## config.mk

```make
export PLATFORM = sky130hd
export DESIGN_NAME = c3sf_window
export DESIGN_NICKNAME = d
export VERILOG_FILES = /design/src/rtl/c3sf_pkg.sv /design/src/rtl/c3sf_window.sv
export SDC_FILE = /design/constraint.sdc
export NUM_CORES = 1
export LEC_CHECK = 0
export BUFFER_PORTS_ARGS = -buffer_cell sky130_fd_sc_hd__clkbuf_2
export CAP_MARGIN = 20
export CORE_MARGIN = 10
export CORE_UTILIZATION = 40
export DETAILED_ROUTE_END_ITERATION = 7
export GPL_TIMING_DRIVEN = 0
export PLACE_DENSITY_LB_ADDON = 0.1
export SLEW_MARGIN = 25
export SYNTH_ARGS = -nofsm -noshare
export SYNTH_HDL_FRONTEND = slang
export SYNTH_SLANG_ARGS = --single-unit
```

## constraint.sdc

```tcl
create_clock -name clk_i -period 1.04 [get_ports clk_i]
set_input_delay 0.052 -clock clk_i [delete_from_list [all_inputs] [get_ports clk_i]]
set_output_delay 0.052 -clock clk_i [all_outputs]
set_load 0.02 [all_outputs]
```

## src/rtl/c3sf_pkg.sv

```systemverilog
// Package of constants and types for the 3x3 saturating filter.
package c3sf_pkg;

  localparam int MAX_WIDTH  = 1024;
  localparam int MAX_HEIGHT = 4096;
  localparam int MIN_SIZE   = 3;
  localparam int KSIZE      = 3;
  localparam int ADDR_W     = $clog2(MAX_WIDTH);

  localparam int PIX_W      = 8;
  localparam int COL_W      = 10;
  localparam int ROW_W      = 12;
  localparam int WIDTH_W    = 11;
  localparam int HEIGHT_W   = 13;
  localparam int KROW_W     = 24;
  localparam int COEF_W     = 8;
  localparam int CFG_IDX_W  = 3;
  localparam int CFG_DATA_W = 24;
  localparam int WCMP_W     = (ADDR_W + 1 > WIDTH_W) ? ADDR_W + 1 : WIDTH_W;

  localparam int PROD_W     = PIX_W + 1 + COEF_W;
  localparam int RSUM_W     = PROD_W + 2;
  localparam int SUM_W      = RSUM_W + 2;
  localparam int PIX_MAX    = 255;

  typedef logic [PIX_W-1:0]  pix_t;
  typedef logic [KROW_W-1:0] krow_t;
  typedef krow_t [KSIZE-1:0] kernel_t;
  typedef pix_t [KSIZE-1:0]  column_t;
  // [row][tap], tap 0 is the oldest column
  typedef pix_t [KSIZE-1:0][KSIZE-1:0] window_t;

  typedef struct packed {
    pix_t older;
    pix_t newer;
  } lb_word_t;

  typedef struct packed {
    logic [ROW_W-1:0] row;
    logic [COL_W-1:0] col;
    logic             last;
  } meta_t;

  typedef enum logic [CFG_IDX_W-1:0] {
    CFG_KERNEL_TOP    = 3'd0,
    CFG_KERNEL_MIDDLE = 3'd1,
    CFG_KERNEL_BOTTOM = 3'd2,
    CFG_IMAGE_WIDTH   = 3'd3,
    CFG_IMAGE_HEIGHT  = 3'd4
  } cfg_reg_e;

endpackage

```

## src/rtl/c3sf_window.sv

```systemverilog
// Window registers holding the two previous columns of the 3x3 neighbourhood.
module c3sf_window (
  input  logic              clk_i,
  input  logic              rst_ni,
  input  logic              shift_i,
  input  c3sf_pkg::column_t column_i,
  output c3sf_pkg::window_t window_o
);
  import c3sf_pkg::*;

  column_t [KSIZE-2:0] win_q;

  always_ff @(posedge clk_i or negedge rst_ni) begin
    if (!rst_ni) begin
      win_q <= '0;
    end else if (shift_i) begin
      win_q[0] <= win_q[1];
      win_q[1] <= column_i;
    end
  end

  always_comb begin
    for (int t = 0; t < KSIZE; t++) begin
      window_o[t][0] = win_q[0][t];
      window_o[t][1] = win_q[1][t];
      window_o[t][2] = column_i[t];
    end
  end

endmodule

```

=== After elaboration in Yosys (flattened, before gate mapping) ===
Cells that the tools add are included.

* Register bits after elaboration: 48
* Input port bits: 27
* Output and inout bits: 72
* Logic and storage cells: 6

=== Longest topological paths before layout ===
* Depth after elaboration: 0
* Gate-level depth with buffers: 3
* Gate-level depth less buffers: 1

=== Least setup slack after synthesis ===
OpenSTA, ideal clock, no wires.

* Path type: flip-flop to flip-flop
* Start point: reg, netlist name window_o[10]
* End point: reg win_q (netlist bit window_o[10])
* Setup time: 0.125 ns
* Data arrival time: 0.722 ns
* Required time: 0.915 ns
* Path slack: 0.193 ns
* Stages on the path, launching flop included: 2
* Buffers on the path: 0
* Clock period less this slack: 0.847 ns
* Cell sequence: dfrtp_1 -> mux2_4

{| class="wikitable"
|+ RTL lines
! element !! RTL line !! text
|-
| to (decl) || c3sf_window.sv:11 || <nowiki>column_t [KSIZE-2:0] win_q;</nowiki>
|}

=== Worst setup path in the final report ===
* Start point: in column_i[8] (netlist name)
* End point: out window_o[40] (netlist name)

{| class="wikitable"
|+ RTL lines
! element !! RTL line !! text
|-
| from (decl) || c3sf_window.sv:6 || <nowiki>input c3sf_pkg::column_t column_i,</nowiki>
|-
| to (decl) || c3sf_window.sv:7 || <nowiki>output c3sf_pkg::window_t window_o</nowiki>
|}

No word-level cell between the ends.

==> results.md <==
* Synth cell types at 6
* Syn_area_per_cell at 16.3 um2
* Clock Latency Late Sink at 290 ps
* Final setup vio count at 0
* Worst EP arrival at 970 ps
* Count of final hold-check violations at 0
* Max reg flops at 48
* Placed Instances at 289
* FP Rows at 25
* Via/cell ratio at 4.47
* Synth Warn # at 0
* First-pass GRT wire length at 7.95 mm
* ANT cells at 0
* Fill cells at 412
* Port Buffers at 97
* Status: finished, final reports clean
* Die footprint at 8360 um2
* Largest net degree at the start of global routing at 49
* Register area share after synthesis at 58.9%
* Synth top area cells: dfrtp_1 59%, mux2_2 15%, mux2_4 15%
* Dpl hpwl at 3.77 mm
* Root Buffer: clkbuf_8
* Peak supply drop at 1.26 mV
* Commonest non-fill, non-tap cell in the layout: clkbuf_2
* Most frequent cells in the layout: 87 x clkbuf_2, 48 x dfrtp_1, 29 x buf_4
* Critical-path cell list: dlygate4sd3_1 > clkbuf_2 > buf_4 > clkbuf_2
* Vias in the first global route at 1,521
* Slowest-stage cell, CP: dlygate4sd3_1
* Via count at 1,353
* Minimum clock period at 1020 ps
* Mapped Area at 2040 um2
* Fin crit share at 98.0%
* Global route total overflow at 0
* CTS Sinks at 48
* PwrDens at 1690 nW/um2
* Final Skew at 2.04 ps
* I/O pins at 99
* Average wire per standard cell at 15.8 um
* Post-synth top area cell: dfrtp_1
* Setup WS pre-CTS at 202 ps
* NumNets Final at 262
* TritonCTS clock tree: done
* Area Growth Syn to Fin at 37.8%
* Detailed Routing Iterations Pass 1 at 4
* FF+latch count, synth at 48
* Initial antenna violation count at 0
* Final slew viol count at 0
* CP startpoint kind: primary input
* Clock buffer count from CTS at 5
* DRT iter0 DRCs at 22
* Die Wd at 91.4 um
* Layout cells sized above 1 at 75.0%
* Core box area at 4850 um2
* Clk slew on worst S/H paths at 80 ps
* Max clock buf depth at 2
* Total wire length at 4.79 mm
* CP endpoint kind: output port
* CP max FO at 2
* Max stage delay on crit path at 540 ps
* Max Cap Viol at 0
* Post-Layout Cell Count at 303
* Syn_nets at 152
* Residual DRC at 0
* CP Class: primary input to output port
* Final setup TNS at 0 ps
* GP Congestion at 0.684
* Most Frequent Cell on Critical Path: clkbuf_2
* RSZ-0062 raised after global routing: no
* Mapped Cells at 125
* Slew HR at 57.7%
* H-tree Lvls at 2
* Required time worst endpoint at 990 ps
* Fmax achieved at 981 MHz
* Pleak at 1.47 nW
* Fin util at 58.0%
* Starting Density at 42.1%
* Total track usage at 11.7%
* Worst setup margin at 20.8 ps
* Remaining antenna violation count at 0
* Die Ht at 91.4 um
* Share of the synthesized area in the top cell type at 58.9%
* HP Class: primary input to register
* Smallest hold slack at 9.95 ps
* Slew @ Worst Pin at 634 ps
[power breakdown]
group          switching [mW]  leakage [nW]  total (mW)  internal [mW]
logic                   0.670         0.848        1.23          0.560
clock network           0.571        0.0552        1.28          0.713
registers               0.144         0.562        2.24           2.10
[synthesized netlist by cell type (all sizes together)]
| cell | number |
|---|---|
| buf | 29 |
| dfrtp | 48 |
| mux2 | 48 |
[per-stage QoR]
stage	power (mW)	cell area (um2)
after global placement	3.47	2610
after floorplan	3.02	2040
after global routing	5.02	2810
after CTS	4.84	2800
final	4.76	2810
after detailed placement	3.51	2610
[path summary, 6_finish.rpt]
kind | startpoint | to | slack [ps] | cells past startpoint
worst max-delay path | column_i[8] | window_o[40] | 20 | 4
worst min register to register | window_o[29] | window_o[29] | 510 | 1
min in group asynchronous | rst_ni | window_o[36] | 350 | 2
max in group asynchronous | rst_ni | window_o[32] | 260 | 2
worst max register to register | window_o[8] | window_o[8] | 240 | 1
worst min-delay path | column_i[3] | window_o[11] | 10 | 2
[final cells by class]
type	instances	area, um2	area share, %
clock buffer	6	72.6	2.58
clock inverter	2	35.0	1.25
multi-input combinational	48	616	21.9
buffer	29	224	7.96
tap	67	83.8	2.98
sequential	48	1200	42.7
timing repair buffer	103	581	20.6
[kinds of logic (layout without fill, tap and decap cells)]
logic type,count (synthesis),count (layout),synth area share [%]
buf+inv,29,140,11.0
flops,48,48,58.9
mux,48,48,30.2
[metal layers]
layer | GRT usage (%) | wire (um) | up-vias
met1 | 11.8 | 1770 | 658
met4 | 3.13 | 14 | 0
li1 | - | - | 626
met5 | 0 | 0 | -
met3 | 7.00 | 630 | 2
met2 | 20.2 | 2380 | 67
[what timing repair did]
action	in CTS	in global routing
hold buffers	8	2
setup buffers	0	0
endpoints found under the setup margin	0	5
gates resized for setup	0	10
endpoints found under the hold margin	55	2
[worst max-delay path: cells and delay by family]
family	cells	cell delay [ps]
buf+inv	4	920
Note: power is estimated with default switching activity, not from simulation.
