### src/rtl/c3sf_pkg.sv
// Package of constants and types for the 3x3 saturating filter.
package c3sf_pkg;

  localparam int MAX_WIDTH  = 1024;
  localparam int MAX_HEIGHT = 4096;
  localparam int MIN_SIZE   = 3;
  localparam int KSIZE      = 3;
  localparam int ADDR_W     = $clog2(MAX_WIDTH);

  localparam int PIX_W      = 8;
  localparam int COL_W      = 10;
  localparam int ROW_W      = 12;
  localparam int WIDTH_W    = 11;
  localparam int HEIGHT_W   = 13;
  localparam int KROW_W     = 24;
  localparam int COEF_W     = 8;
  localparam int CFG_IDX_W  = 3;
  localparam int CFG_DATA_W = 24;
  localparam int WCMP_W     = (ADDR_W + 1 > WIDTH_W) ? ADDR_W + 1 : WIDTH_W;

  localparam int PROD_W     = PIX_W + 1 + COEF_W;
  localparam int RSUM_W     = PROD_W + 2;
  localparam int SUM_W      = RSUM_W + 2;
  localparam int PIX_MAX    = 255;

  typedef logic [PIX_W-1:0]  pix_t;
  typedef logic [KROW_W-1:0] krow_t;
  typedef krow_t [KSIZE-1:0] kernel_t;
  typedef pix_t [KSIZE-1:0]  column_t;
  // [row][tap], tap 0 is the oldest column
  typedef pix_t [KSIZE-1:0][KSIZE-1:0] window_t;

  typedef struct packed {
    pix_t older;
    pix_t newer;
  } lb_word_t;

  typedef struct packed {
    logic [ROW_W-1:0] row;
    logic [COL_W-1:0] col;
    logic             last;
  } meta_t;

  typedef enum logic [CFG_IDX_W-1:0] {
    CFG_KERNEL_TOP    = 3'd0,
    CFG_KERNEL_MIDDLE = 3'd1,
    CFG_KERNEL_BOTTOM = 3'd2,
    CFG_IMAGE_WIDTH   = 3'd3,
    CFG_IMAGE_HEIGHT  = 3'd4
  } cfg_reg_e;

endpackage

### src/rtl/c3sf_if.sv


interface c3sf_res_if;
  import c3sf_pkg::*;
  logic             valid;
  logic             ready;
  pix_t             filtered_value;
  logic [ROW_W-1:0] out_row;
  logic [COL_W-1:0] out_column;
  logic             last_of_frame;
  modport source (output valid, filtered_value, out_row, out_column, last_of_frame,
                  input ready);
  modport sink   (input valid, filtered_value, out_row, out_column, last_of_frame,
                  output ready);
endinterface


### src/rtl/c3sf_mac.sv
// Multiply, row-sum, total and clamp pipeline feeding the result register.
module c3sf_mac (
  input  logic              clk_i,
  input  logic              rst_ni,
  input  logic              in_valid_i,
  output logic              in_ready_o,
  input  c3sf_pkg::window_t window_i,
  input  c3sf_pkg::kernel_t kernel_i,
  input  c3sf_pkg::meta_t   meta_i,
  c3sf_res_if.source        res
);
  import c3sf_pkg::*;

  logic signed [PROD_W-1:0] prod_d [KSIZE][KSIZE];
  logic signed [PROD_W-1:0] prod_q [KSIZE][KSIZE];
  logic signed [RSUM_W-1:0] rsum_d [KSIZE];
  logic signed [RSUM_W-1:0] rsum_q [KSIZE];
  logic signed [SUM_W-1:0]  sum_d;
  pix_t                     value_d;
  pix_t                     value_q;
  meta_t                    meta_p_q;
  meta_t                    meta_r_q;
  meta_t                    meta_o_q;
  logic                     vp_q;
  logic                     vr_q;
  logic                     vo_q;
  logic                     en_p;
  logic                     en_r;
  logic                     en_o;

  assign en_o       = !vo_q || res.ready;
  assign en_r       = !vr_q || en_o;
  assign en_p       = !vp_q || en_r;
  assign in_ready_o = en_p;

  always_comb begin
    for (int t = 0; t < KSIZE; t++) begin
      for (int k = 0; k < KSIZE; k++) begin
        prod_d[t][k] = PROD_W'($signed({1'b0, window_i[t][k]})) *
                       PROD_W'($signed(kernel_i[t][COEF_W*k +: COEF_W]));
      end
    end
  end

  always_comb begin
    for (int t = 0; t < KSIZE; t++) begin
      rsum_d[t] = RSUM_W'(prod_q[t][0]) + RSUM_W'(prod_q[t][1]) + RSUM_W'(prod_q[t][2]);
    end
  end

  always_comb begin
    sum_d = SUM_W'(rsum_q[0]) + SUM_W'(rsum_q[1]) + SUM_W'(rsum_q[2]);
    if (sum_d[SUM_W-1]) begin
      value_d = '0;
    end else if (sum_d > PIX_MAX) begin
      value_d = PIX_W'(PIX_MAX);
    end else begin
      value_d = sum_d[PIX_W-1:0];
    end
  end

  always_ff @(posedge clk_i or negedge rst_ni) begin
    if (!rst_ni) begin
      vp_q <= 1'b0;
      vr_q <= 1'b0;
      vo_q <= 1'b0;
    end else begin
      if (en_p) vp_q <= in_valid_i;
      if (en_r) vr_q <= vp_q;
      if (en_o) vo_q <= vr_q;
    end
  end

  always_ff @(posedge clk_i) begin
    if (en_p && in_valid_i) begin
      prod_q   <= prod_d;
      meta_p_q <= meta_i;
    end
    if (en_r && vp_q) begin
      rsum_q   <= rsum_d;
      meta_r_q <= meta_p_q;
    end
    if (en_o && vr_q) begin
      value_q  <= value_d;
      meta_o_q <= meta_r_q;
    end
  end

  assign res.valid          = vo_q;
  assign res.filtered_value = value_q;
  assign res.out_row        = meta_o_q.row;
  assign res.out_column     = meta_o_q.col;
  assign res.last_of_frame  = meta_o_q.last;

endmodule

### src/flat_wrapper.sv
// flat-port wrapper written by rule: the top's interface ports become plain ports
module c3sf_mac_flat import c3sf_pkg::*;
  (clk_i, rst_ni, in_valid_i, in_ready_o, window_i, kernel_i, meta_i, res_valid, res_filtered_value, res_out_row, res_out_column, res_last_of_frame, res_ready);
  c3sf_res_if res_i ();
  input  logic clk_i;
  input  logic rst_ni;
  input  logic in_valid_i;
  output logic in_ready_o;
  input  c3sf_pkg::window_t window_i;
  input  c3sf_pkg::kernel_t kernel_i;
  input  c3sf_pkg::meta_t meta_i;
  output wire logic [$bits(res_i.valid)-1:0] res_valid;
  output wire logic [$bits(res_i.filtered_value)-1:0] res_filtered_value;
  output wire logic [$bits(res_i.out_row)-1:0] res_out_row;
  output wire logic [$bits(res_i.out_column)-1:0] res_out_column;
  output wire logic [$bits(res_i.last_of_frame)-1:0] res_last_of_frame;
  input wire logic [$bits(res_i.ready)-1:0] res_ready;
  assign res_valid = res_i.valid;
  assign res_filtered_value = res_i.filtered_value;
  assign res_out_row = res_i.out_row;
  assign res_out_column = res_i.out_column;
  assign res_last_of_frame = res_i.last_of_frame;
  assign res_i.ready = res_ready;
  c3sf_mac u_core (.clk_i(clk_i), .rst_ni(rst_ni), .in_valid_i(in_valid_i), .in_ready_o(in_ready_o), .window_i(window_i), .kernel_i(kernel_i), .meta_i(meta_i), .res(res_i));
endmodule
### config.mk
export PLATFORM = sky130hd
export DESIGN_NAME = c3sf_mac_flat
export DESIGN_NICKNAME = d
export VERILOG_FILES = /design/src/rtl/c3sf_pkg.sv /design/src/rtl/c3sf_if.sv /design/src/rtl/c3sf_mac.sv /design/src/flat_wrapper.sv
export SDC_FILE = /design/constraint.sdc
export NUM_CORES = 2
export LEC_CHECK = 0
export ABC_AREA = 1
export BUFFER_PORTS_ARGS = -buffer_cell sky130_fd_sc_hd__buf_2
export CAP_MARGIN = 20
export CORE_MARGIN = 8
export CORE_UTILIZATION = 44
export CTS_CLUSTER_DIAMETER = 60
export CTS_CLUSTER_SIZE = 20
export DETAILED_ROUTE_END_ITERATION = 10
export GPL_TIMING_DRIVEN = 0
export SLEW_MARGIN = 20
export SYNTH_ARGS = -nofsm -noshare
export SYNTH_HDL_FRONTEND = slang
export SYNTH_SLANG_ARGS = --single-unit
### constraint.sdc
create_clock -name clk_i -period 4.89 [get_ports clk_i]
set_input_delay 0.978 -clock clk_i [delete_from_list [all_inputs] [get_ports clk_i]]
set_output_delay 0.978 -clock clk_i [all_outputs]
set_load 0.02 [all_outputs]
Word-level counts from Yosys, hierarchy flattened
Index checks and enable logic that the tools add are counted.
{"block": "word_totals", "in_bits": 171, "elab_cells": 53, "reg_bits": 290}
{"block": "op_classes", "n_mux": 1, "add_sub_neg": 8, "n_reduce_logical": 9, "magnitude_cmp": 1, "n_mul": 9}
{"op": "$mul A9 B8 Y17", "count": 9}
{"op": "$add A18 B17 Y19", "count": 3}
{"op": "$add A17 B17 Y18", "count": 3}
{"op": "$add A20 B19 Y21", "count": 1}
{"op": "$gt A21 B9 Y1 const B", "count": 1}
{"op": "$add A19 B19 Y20", "count": 1}
{"op": "$mux W8", "count": 1}
{"op": "$logic_and A1 B1 Y1", "count": 3}
{"op": "$logic_not A1 Y1", "count": 3}
{"op": "$logic_or A1 B1 Y1", "count": 3}

Depth between registers and ports, before layout
{"block": "depth", "depth_word": 5, "mapped_depth": 23, "depth_no_buf": 22}

Worst setup path after synthesis
OpenSTA, ideal clock, no wires.
{"block": "synth_path", "path_kind": "input to register", "from": "input port res_ready", "to": "register u_core.meta_p_q[0] in the netlist's numbering, enable pin", "required_ns": 4.362, "t_arrival_ns": 4.826, "path_buffers": 0, "path_slack_ns": -0.464, "stages": 6, "cell_sequence": "inv_1 > nand2_1 > nor2_1 > nand2_1 > nand2_1 > inv_1"}
{"block": "synth_via", "elab_chain_cells": 4}
{"element": "start, declared", "line": "flat_wrapper.sv:17", "text": "input wire logic [$bits(res_i.ready)-1:0] res_ready;"}
{"element": "$logic_or A1 B1 Y1", "line": "c3sf_mac.sv:31", "text": "assign en_o = !vo_q || res.ready;"}
{"element": "$logic_or A1 B1 Y1", "line": "c3sf_mac.sv:32", "text": "assign en_r = !vr_q || en_o;"}
{"element": "$logic_or A1 B1 Y1", "line": "c3sf_mac.sv:33", "text": "assign en_p = !vp_q || en_r;"}
{"element": "named net in_ready_o", "line": "flat_wrapper.sv:8", "text": "output logic in_ready_o;"}
{"element": "$logic_and A1 B1 Y1", "line": "c3sf_mac.sv:75", "text": "if (en_p && in_valid_i) begin"}
{"element": "end signal, assigned", "line": "c3sf_mac.sv:77", "text": "meta_p_q <= meta_i;"}
{"element": "end, declared", "line": "c3sf_mac.sv:21", "text": "meta_t meta_p_q;"}
The timed path passes the listed nets, and every way through them passes these cells.
A chain may end at the register's enable or synchronous reset.

==> results_dict.tcl <==
set metrics [dict create \
    initial_core_util 0.4434 \
    vias 23168 \
    setup_viol 0 \
    postSynthCellCount 3747 \
    crit_required_ps 5290 \
    final_util 0.4836 \
    core-area_sq_um 77210 \
    yosysSeqAreaShare 0.2539 \
    ant_nets 0 \
    cts.sinks 290 \
    drt_iter0_drc 1100 \
    drtPass1Iterations 6 \
    tns_ps 0 \
    worstSetupEndpointType "flip-flop" \
    hp-class "input port to async pin" \
    cellLeakagePower_nw 20.04 \
    drv_slew 0 \
    clk_latency_ps 580 \
    r2r_setup_slack_ps 1670 \
    synth-seq-cells 290 \
    drive_gt1_frac 0.08164 \
    drc 0 \
    io_pins 204 \
    finClkSkew_ps 17.46 \
    syn-num-nets 4782 \
    path_max_fanout 9 \
    synth.most_common_cell "inv_1" \
    synthTopCellsByCount "inv_1 (951), nand2_1 (740), ha_1 (457)" \
    syn2layout_area_growth_pct 9.068 \
    synth_area_leaders "edfxtp_1 (25%), fa_1 (24%), ha_1 (17%)" \
    antenna_found_initial 0 \
    avgSynthCellArea_sq_um 9.136 \
    yosysTopAreaCell "edfxtp_1" \
    status "finished clean" \
    yosysWarnings 0 \
    min_period_over_period 0.9744 \
    hold_violations 0 \
    die_area_sq_um 86980 \
    root_buffer "clkbuf_16" \
    die_h_um 294.9 \
    viasPerCell 4.706 \
    cp-start-kind "input port" \
    grt_pass1_vias 23898 \
    gp_congestion 0.8444 \
    yosysTopAreaCellShare 0.2518 \
    syn-cell-area_sq_um 34230 \
    place_hpwl_mm 57.84 \
    ys.flop_type "edfxtp_1" \
    max-vdd-ir-drop_mv 0.5020 \
    numCtsBuffers 30 \
    drv_cap 0 \
    criticalPathCategory "input port to flip-flop" \
    numPortBuffers 68 \
    cts_buffer_depth 3 \
    grt_util_all_layers 0.1626 \
    fill_cells 7373 \
    worstRegToRegCells 15 \
    clkTransAtPathRegs_ps 80 \
    die-width_um 294.9 \
    wl_mm 69.53 \
    grt_max_degree 42 \
    insertedDiodeCount 0 \
    max-slew-margin-rel 0.5485 \
    async_reset_ff_frac 0.01034 \
    grt_overflow 0 \
    nNetsFinal 4894 \
    grt_first_pass_wirelength_mm 117.5 \
    tritoncts "yes" \
    power_density_nw_per_um2 657.3 \
    tightestPinTransition_ps 675.8 \
    synth_cell_type_count 51 \
    wire_per_inst_um 14.12 \
    synth_edf_count 287 \
    timing.hold.ws_ps 175.5 \
    cp.arrival_ps 5160 \
    max_freq_mhz 209.9 \
    post-route-min-period_ps 4765 \
    h-tree-depth 1 \
    core.rowCount 102 \
]
## worst max-delay path: stages
cell and delay [ps]:
buf_2 120, clkinvlp_4 170, or2_2 330, fa_1 480, inv_1 50, fa_1 450
fa_1 490, inv_1 50, fa_1 480, inv_1 50, ha_1 330, a21oi_1 210
o21ai_0 110, nor2_1 170, o21ai_1 110, a21oi_1 140, nor2_1 50, nor2_1 170
xor2_2 240
## per-stage QoR
step / instance area, sq um / total power (W) / std cells / setup WS, ps
floorplan: 34240 / 0.01832 / 3747 / 11.32
global placement: 35880 / 0.02198 / 4855 / -1100
detailed placement: 36060 / 0.02207 / 4862 / -710.6
CTS: 37150 / 0.02476 / 4918 / 2.110
global route: 37340 / 0.02730 / 4923 / -36.38
finish: 37340 / 0.02454 / 4923 / 125.2
## cells by family after synthesis
group / after synthesis / share of synthesized area
AND/OR/NAND/NOR: 1039 / 0.1302
AO/OA/AOI/OAI: 296 / 0.04916
flip-flops: 290 / 0.2539
adder cells (fa/ha/maj): 864 / 0.4050
buffers and inverters: 1100 / 0.1207
XOR/XNOR: 158 / 0.04097
## path summary, 6_finish.rpt
path / start / to
hold / removal: rst_ni / u_core.res.valid
max in group asynchronous: rst_ni / u_core.vr_q
hold reg to reg: u_core.meta_p_q[9] / u_core.meta_r_q[9]
setup / recovery: kernel_i[71] / u_core.prod_q[14]
setup reg to reg: u_core.rsum_q[39] / u_core.res.filtered_value[0]
min in group clk_i: u_core.meta_p_q[9] / u_core.meta_r_q[9]
## state kept, by name, indices dropped and copies added, names as in the netlist
register and flops:
u_core.meta_r_q 23, u_core.vp_q 1, u_core.res.valid 1, u_core.vr_q 1, u_core.res.out_column 10, u_core.res.last_of_frame 1, u_core.rsum_q 57, u_core.prod_q 153
u_core.res.out_row 12, u_core.meta_p_q 23, u_core.res.filtered_value 8
## cell usage in the layout, fill, tap and decap left out, types with 11 or more instances in the layout
| cell | instances |
|---|---|
| nand2_2 | 20 |
| clkbuf_16 | 31 |
| nor3_1 | 12 |
| inv_1 | 948 |
| o21ai_1 | 13 |
| fa_1 | 407 |
| buf_2 | 68 |
| a21oi_1 | 163 |
| xnor2_1 | 50 |
| or2_2 | 40 |
| nand2_1 | 740 |
| edfxtp_1 | 287 |
| o21ai_0 | 53 |
| xor2_1 | 103 |
| nand4_1 | 14 |
| nor2_1 | 112 |
| ha_1 | 453 |
| clkbuf_2 | 49 |
| o21bai_1 | 11 |
| clkbuf_1 | 85 |
| nand3_1 | 56 |
## routing by layer
metal  up-vias  GRT usage  wire, um
met5         -          0         0
met4         0    0.02466       763
met3        51    0.01546      2761
met2       359     0.2752     32480
met1     11098     0.2306     33520
li1      11660          -         -
## where the power goes
| part | total (W) | internal, W | switching, W |
|---|---|---|---|
| registers | 0.00519 | 0.00460 | 0.000582 |
| clock network | 0.00246 | 0.00128 | 0.00119 |
| logic | 0.0169 | 0.00658 | 0.0103 |
| total | 0.0245 | 0.0125 | 0.0121 |
## final cells by class
cell class	count	area (sq um)	area share
inverter	965	3642	0.09755
tap	1040	1301	0.03485
sequential	290	8693	0.2328
multi-input combinational	2357	21510	0.5762
clock buffer	34	797.0	0.02135
timing repair buffer	80	540.5	0.01448
clock inverter	22	280.3	0.007506
buffer	135	568.0	0.01521
## repair_timing
action	in CTS	in global routing
hold buffers	0	0
endpoints found under the setup margin	2	11
hold endpoints to repair	0	0
buffers inserted	0	5
pin swaps	0	5
resized for setup	3	120
Power figures use the tool's default switching activity.
